`src/hw/rtl/fpt_pkg.sv`:
```
// types, constants and helpers for the fitch parsimony length block
`timescale 1ns / 1ps
`default_nettype none
package fpt_pkg;

   localparam int MAX_BRANCHES_DEF = 256;
   localparam int MAX_WORDS_DEF    = 64;
   localparam int SETS_PER_WORD    = 16;
   localparam int CNT_W            = $clog2(SETS_PER_WORD + 1);
   localparam int LEN_W            = 19;
   localparam int CHG_W            = 18;
   localparam logic [LEN_W-1:0] LEN_SAT = '1;
   localparam logic [CHG_W-1:0] CHG_SAT = '1;

   localparam logic [1:0] OP_WRITE_LEAF   = 2'd0;
   localparam logic [1:0] OP_SET_CHILDREN = 2'd1;
   localparam logic [1:0] OP_EVALUATE     = 2'd2;

   localparam logic [1:0] CSR_LEAF_COUNT   = 2'd0;
   localparam logic [1:0] CSR_BRANCH_COUNT = 2'd1;
   localparam logic [1:0] CSR_WORD_COUNT   = 2'd2;

   localparam logic [8:0] LEAF_COUNT_RST   = 9'd2;
   localparam logic [8:0] BRANCH_COUNT_RST = 9'd3;
   localparam logic [6:0] WORD_COUNT_RST   = 7'd1;

   typedef struct packed {
      logic [1:0]  operation;
      logic [7:0]  branch_index;
      logic [7:0]  left_child;
      logic [7:0]  right_child;
      logic [5:0]  word_index;
      logic [63:0] state_word;
   } req_type;

   typedef struct packed {
      logic [LEN_W-1:0] tree_length;
      logic             zero_length_error;
   } rsp_type;

   function automatic logic [LEN_W-1:0] sat_len(input logic [LEN_W-1:0] a,
                                                 input logic [CHG_W-1:0] b);
      logic [LEN_W:0] s;
      s = {1'b0, a} + (LEN_W+1)'(b);
      return s[LEN_W] ? LEN_SAT : s[LEN_W-1:0];
   endfunction

   function automatic logic [CHG_W-1:0] sat_chg(input logic [CHG_W-1:0] a,
                                                 input logic [CNT_W-1:0] b);
      logic [CHG_W:0] s;
      s = {1'b0, a} + (CHG_W+1)'(b);
      return s[CHG_W] ? CHG_SAT : s[CHG_W-1:0];
   endfunction

endpackage
`default_nettype wire

```
`src/hw/rtl/fpt_merge.sv`:
```
// one fitch merge over a word of nibble state sets
`timescale 1ns / 1ps
`default_nettype none
module fpt_merge import fpt_pkg::*; (
   input  wire logic [63:0]      x,
   input  wire logic [63:0]      y,
   output logic      [63:0]      z,
   output logic      [CNT_W-1:0] changes
);

   always_comb begin
      logic [3:0] a;
      logic [3:0] u;
      z = '0;
      changes = '0;
      for (int k = 0; k < SETS_PER_WORD; k++) begin
         a = x[4*k +: 4] & y[4*k +: 4];
         u = x[4*k +: 4] | y[4*k +: 4];
         if (a == 4'd0) begin
            z[4*k +: 4] = u;
            changes = changes + CNT_W'(1);
         end else begin
            z[4*k +: 4] = a;
         end
      end
   end

endmodule
`default_nettype wire

```
`config.mk`:
```
export PLATFORM = sky130hd
export DESIGN_NAME = fpt_merge
export DESIGN_NICKNAME = d
export VERILOG_FILES = /design/src/hw/rtl/fpt_pkg.sv /design/src/hw/rtl/fpt_merge.sv
export SDC_FILE = /design/constraint.sdc
export NUM_CORES = 1
export LEC_CHECK = 0
export BUFFER_PORTS_ARGS = -buffer_cell sky130_fd_sc_hd__buf_2
export CAP_MARGIN = 20
export CELL_PAD_IN_SITES_DETAIL_PLACEMENT = 1
export CELL_PAD_IN_SITES_GLOBAL_PLACEMENT = 2
export CORE_MARGIN = 8
export CORE_UTILIZATION = 23
export DETAILED_ROUTE_END_ITERATION = 6
export GPL_TIMING_DRIVEN = 0
export PLACE_DENSITY = 0.89
export SLEW_MARGIN = 20
export SYNTH_ARGS = -nofsm -noshare
export SYNTH_HDL_FRONTEND = slang
export SYNTH_SLANG_ARGS = --single-unit
```
`constraint.sdc`:
```
create_clock -name vclk -period 9.3
set_clock_uncertainty 0.05 [all_clocks]
set_input_delay 0 -clock vclk [all_inputs]
set_output_delay 0 -clock vclk [all_outputs]
set_load 0.03 [all_outputs]
```
Word-level counts from Yosys, hierarchy flattened
Index checks and enable logic that the tools add are counted.
{ "op_classes": {"n_div": 0, "n_addsub": 15, "mul": 0, "mux": 32, "order_cmp": 0, "bitwise_logic": 32, "n_shift": 0, "n_reduce_logical": 16, "eq_ne": 0} }
{ "ops": {"columns": ["cell", "n"], "rows": [
  ["5-bit by 1-bit adder with 5-bit output, second input constant", 15],
  ["5-bit two-way mux", 15],
  ["4-bit AND", 16],
  ["4-bit zero test", 16],
  ["4-bit two-way mux", 16],
  ["4-bit OR", 16],
  ["1-bit two-way mux", 1]
]} }
{ "word_totals": {"inputBits": 128, "ramBits": 0, "elab_cells": 95, "latchBits": 0, "romBits": 0, "ff_bits": 0, "out_inout_bits": 69, "mem_count": 0} }

Longest topological paths before layout
{ "depth": {"depth_word": 33, "depth_mapped": 44} }

Least setup slack after synthesis
Ideal clock, no wire load.
{ "synth_timing": {"kind": "input-to-output", "startpoint": "input port x[2]", "endpoint": "output port changes[4]", "path_buffers": 2, "stages": 44, "setup_slack_ns": 1.559, "required_ns": 9.250, "arrival_time_ns": 7.691, "path_cell_list": "a22oi_1 -> and2_1 -> buf_2 -> inv_1 -> ha_1 -> clkbuf_1 -> xor2_1 -> ha_1 -> xnor2_1 -> a21oi_1 -> xnor2_1 -> nand2_1 -> nand2_1 -> ha_1 -> nand3_1 -> nand2_1 -> a31oi_1 -> xnor2_1 -> [8 not listed] -> a21oi_1 -> xnor2_1 -> nor2_1 -> a41o_1 -> mux2_2 -> ha_1 -> o22ai_1 -> a21oi_1 -> xor2_1 -> mux2_2 -> ha_1 -> a21oi_1 -> inv_1 -> ha_1 -> and2_1 -> nand3b_1 -> mux2i_1 -> xnor3_1"} }
{ "synth_between": {"elab_chain_cells": 33} }
{ "synth_rtl": {"columns": ["item", "line_no", "source"], "rows": [
  ["start: declaration", "fpt_merge.sv:5", "input wire logic [63:0] x,"],
  ["4-bit AND *", "fpt_merge.sv:17", "a = x[4*k +: 4] & y[4*k +: 4];"],
  ["4-bit zero test *", "fpt_merge.sv:19", "if (a == 4'd0) begin"],
  ["1-bit two-way mux *", "fpt_merge.sv:19", null],
  ["5-bit by 1-bit adder with 5-bit output", "fpt_merge.sv:21", "changes = changes + CNT_W'(1);"],
  ["5-bit two-way mux *", "fpt_merge.sv:19", null],
  ["5-bit by 1-bit adder with 5-bit output", "fpt_merge.sv:21", null],
  ["5-bit two-way mux *", "fpt_merge.sv:19", null],
  ["5-bit by 1-bit adder with 5-bit output", "fpt_merge.sv:21", null],
  ["[17 not listed]", null, null],
  ["5-bit by 1-bit adder with 5-bit output", "fpt_merge.sv:21", null],
  ["5-bit two-way mux *", "fpt_merge.sv:19", null],
  ["5-bit by 1-bit adder with 5-bit output", "fpt_merge.sv:21", null],
  ["5-bit two-way mux *", "fpt_merge.sv:19", null],
  ["5-bit by 1-bit adder with 5-bit output", "fpt_merge.sv:21", null],
  ["5-bit two-way mux *", "fpt_merge.sv:19", null],
  ["5-bit by 1-bit adder with 5-bit output", "fpt_merge.sv:21", null],
  ["5-bit two-way mux *", "fpt_merge.sv:19", null],
  ["end: declaration", "fpt_merge.sv:8", "output logic [CNT_W-1:0] changes"]
]} }
Every way passes the cells marked *; elsewhere a longest branch is shown, timed or not.

Worst setup path in the final report
{ "layout_timing": {"startpoint": "input port x[4]", "endpoint": "output port changes[4]"} }
{ "layout_between": {"elab_chain_cells": 31} }
{ "layout_rtl": {"columns": ["item", "line_no"], "rows": [
  ["4-bit AND *", "fpt_merge.sv:17"],
  ["4-bit zero test *", "fpt_merge.sv:19"],
  ["5-bit two-way mux *", "fpt_merge.sv:19"],
  ["5-bit by 1-bit adder with 5-bit output", "fpt_merge.sv:21"],
  ["5-bit two-way mux *", "fpt_merge.sv:19"],
  ["5-bit by 1-bit adder with 5-bit output", "fpt_merge.sv:21"],
  ["5-bit two-way mux *", "fpt_merge.sv:19"],
  ["5-bit by 1-bit adder with 5-bit output", "fpt_merge.sv:21"],
  ["[15 not listed]", null],
  ["5-bit by 1-bit adder with 5-bit output", "fpt_merge.sv:21"],
  ["5-bit two-way mux *", "fpt_merge.sv:19"],
  ["5-bit by 1-bit adder with 5-bit output", "fpt_merge.sv:21"],
  ["5-bit two-way mux *", "fpt_merge.sv:19"],
  ["5-bit by 1-bit adder with 5-bit output", "fpt_merge.sv:21"],
  ["5-bit two-way mux *", "fpt_merge.sv:19"],
  ["5-bit by 1-bit adder with 5-bit output", "fpt_merge.sv:21"],
  ["5-bit two-way mux *", "fpt_merge.sv:19"]
]} }
Marked as above.

==> impl_metrics.py <==
metrics = {
    "routing": {
        "routed_via_density": 4.85,
        "wl_per_cell_um": 14.8,
        "num_vias": 3593,
        "routed_wl_mm": 10.9,
        "drc": 0,
        "drtIter0Drc": 77,
        "drtPass1Iterations": 4,
        "drtAntennaViolNets": 0,
    },
    "grt": {
        "grt_pass1_wl_mm": 18.1,
        "antenna_found_initial": 0,
        "grt_max_degree": 11,
        "globalRouteOverflowTotal": 0,
        "grt_usage_pct": 12.4,
        "grt_pass1_vias": 3934,
    },
    "sta": {
        "max_freq_mhz": 116,
        "tns_ps": 0,
        "max_slew_margin_pct": 33.7,
        "min_period_over_period_pct": 92.4,
        "hold_viol_final": 0,
        "setup_viol": 0,
        "min_period_ps": 8600,
        "worst_slew_pin_slew_ps": 995,
        "slew_violations": 0,
    },
    "placed_design": {
        "place.gp.congestion": 0.819,
        "dpl.hpwl_mm": 9.94,
        "port_buffers": 197,
        "dp.cells": 739,
    },
    "floorplanning": {
        "ios": 197,
        "row_count": 41,
        "die_h_um": 129,
        "coreArea_sq_um": 12600,
        "die_w_um": 129,
        "initial_core_util_pct": 23.5,
        "fp.dieArea_sq_um": 16700,
    },
    "cells_and_area": {
        "multiInputGateArea_sq_um": 2860,
        "nets": 713,
        "seq_cell_count": 0,
        "drive_gt1_share_pct": 40.2,
        "final_cells": 741,
        "n_antenna_cell": 0,
        "clkbuf_count": 0,
        "mostFrequentLayoutCells": "buf_2 (199), maj3_1 (64), nand2_1 (39)",
        "seq_area_sq_um": 0,
        "fillCellCount": 1595,
        "syn2layout_area_growth_pct": 42.1,
        "layout_commonest_cell": "buf_2",
    },
    "setup_path": {
        "cpMaxStageDelayCell": "ha_2",
        "worstSetupStartpointType": "input pin",
        "path_max_fanout": 8,
        "critPathRequiredTime_ps": 9250,
        "critPathMaxStageDelay_ps": 430,
        "worstPathArrival_ps": 8550,
        "critPathMostFrequentCell": "ha_1",
        "critPathKind": "input pin to primary output",
        "end_kind": "primary output",
    },
    "pwr": {
        "p_comb_share_pct": 100.0,
        "powerDensity_nw_per_um2": 262,
        "leakage_nw": 1.91,
        "power_frac_clock_pct": 0,
        "p_int_mw": 0.460,
        "p_seq_share_pct": 0,
        "swShare_pct": 58.1,
        "switching_power_mw": 0.637,
        "ir_drop_v": 0.000139,
    },
    "synthesis": {
        "synth_top_family_by_area": "adder cells",
        "syn_avg_cell_area_sq_um": 7.97,
        "synth_fa_ha_area_share_pct": 27.7,
        "synth_compound_area_share_pct": 22.5,
        "synth.area.top_cells": "maj3_1 (22%), xnor2_1 (8.6%), ha_1 (5.9%), a22oi_1 (5.1%), nand2_1 (5.0%)",
        "synth_nets": 512,
        "synth_xor_xnor_area_share_pct": 23.5,
        "synthSimpleGateAreaFrac_pct": 18.0,
        "syn_inst": 370,
        "yosysTopAreaCellShare_pct": 21.7,
        "synth-warning-count": 0,
        "synth_top_area_cell": "maj3_1",
        "syn_area_sq_um": 2950,
        "ys_types": 59,
        "synth.area.mux_share_pct": 4.66,
        "ys_seq_area_share_pct": 0,
    },
    "worst_hold_path": {
        "min-delay-start": "x[34]",
        "min_path_type": "input pin to primary output",
        "whs_endpoint": "z[34]",
        "hold_path_depth": 3,
    },
    "clock_tree": {
        "postCtsHoldBufs": 0,
    },
    "outcome": {
        "outcome": "complete, no violations",
    },
    "flow_run": {
        "cap_violations": 0,
    },
}
## repair_timing
item,4_1_cts,5_1_grt
endpoints found under the setup margin,0,2
gates resized for setup,0,8
setup buffers,0,2
## routing by layer
metal  up-vias  track usage [%]  part of all wire [%]  wire [um]
li1       1801                -                     -          -
met4         0                0                     0          0
met2       114             23.9                    50       5470
met1      1678             14.5                    42       4630
met5         -                0                     0          0
met3         0             2.26                   7.7        839
## worst max-delay path by stage
stage | from | to | slack (ps) | cells after the start
2_1_floorplan | x[2] | changes[4] | 1560 | 44
3_3_place_gp | x[2] | changes[4] | 640 | 46
3_5_place_dp | x[4] | changes[4] | 320 | 46
4_1_cts | x[4] | changes[4] | 270 | 46
5_1_grt | x[4] | changes[4] | -10 | 45
6_report | x[4] | changes[4] | 700 | 45
## power by group through the flow
stage,registers [mW],clock network [mW],logic [mW]
CTS,0,0,1.08
global route,0,0,1.21
detailed placement,0,0,1.07
global placement,0,0,1.04
finish,0,0,1.10
floorplan,0,0,0.829
## cell families after synthesis
family / after synthesis
compound gates: 87
xor+xnor: 58
fa+ha+maj: 78
buf+inv: 24
mux: 13
simple gates: 110
## cell type report
| cell class | instances | share of cell area, % |
|---|---|---|
| plain buffers | 13 | 1.70 |
| inverters | 10 | 0.895 |
| multi-input cells | 346 | 68.3 |
| repair buffers | 200 | 24.0 |
| well taps | 172 | 5.13 |
## synth_stat cells (4+ instances only)
| library cell | instances |
|---|---|
| a22oi_2 | 4 |
| a22o_1 | 10 |
| clkbuf_1 | 10 |
| nand2_1 | 39 |
| mux2i_1 | 10 |
| o21ai_0 | 7 |
| and2_1 | 10 |
| a21oi_1 | 16 |
| nor2_1 | 19 |
| and3_1 | 6 |
| nor3_1 | 7 |
| nand3_1 | 11 |
| ha_1 | 14 |
| xnor3_1 | 5 |
| maj3_1 | 64 |
| xnor2_1 | 29 |
| nand4_1 | 4 |
| a221oi_1 | 5 |
| or3_1 | 4 |
| xor2_1 | 15 |
| a22oi_1 | 20 |
| inv_1 | 10 |
## critical path, delay by kind of cell
kind | cells | cell delay [ps]
adders and majority gates | 8 | 2300
AOI/OAI and AO/OA | 12 | 2260
xor gates and xnor gates | 8 | 1740
and+or+nand+nor | 8 | 820
muxes | 4 | 750
buffers and inverters | 5 | 680
## per-stage QoR
step	setup slack [ps]	total power [mW]	util [%]	area, sq um	hold WS, ps
after CTS	273	1.08	33.0	4150	363
after detailed placement	323	1.07	33.0	4150	364
after global routing	-12.1	1.21	33.4	4190	372
after floorplan	1560	0.829	-	2950	264
final	703	1.10	33.4	4190	360
after global placement	642	1.04	33.0	4150	357
Power figures use the tool's default switching activity.
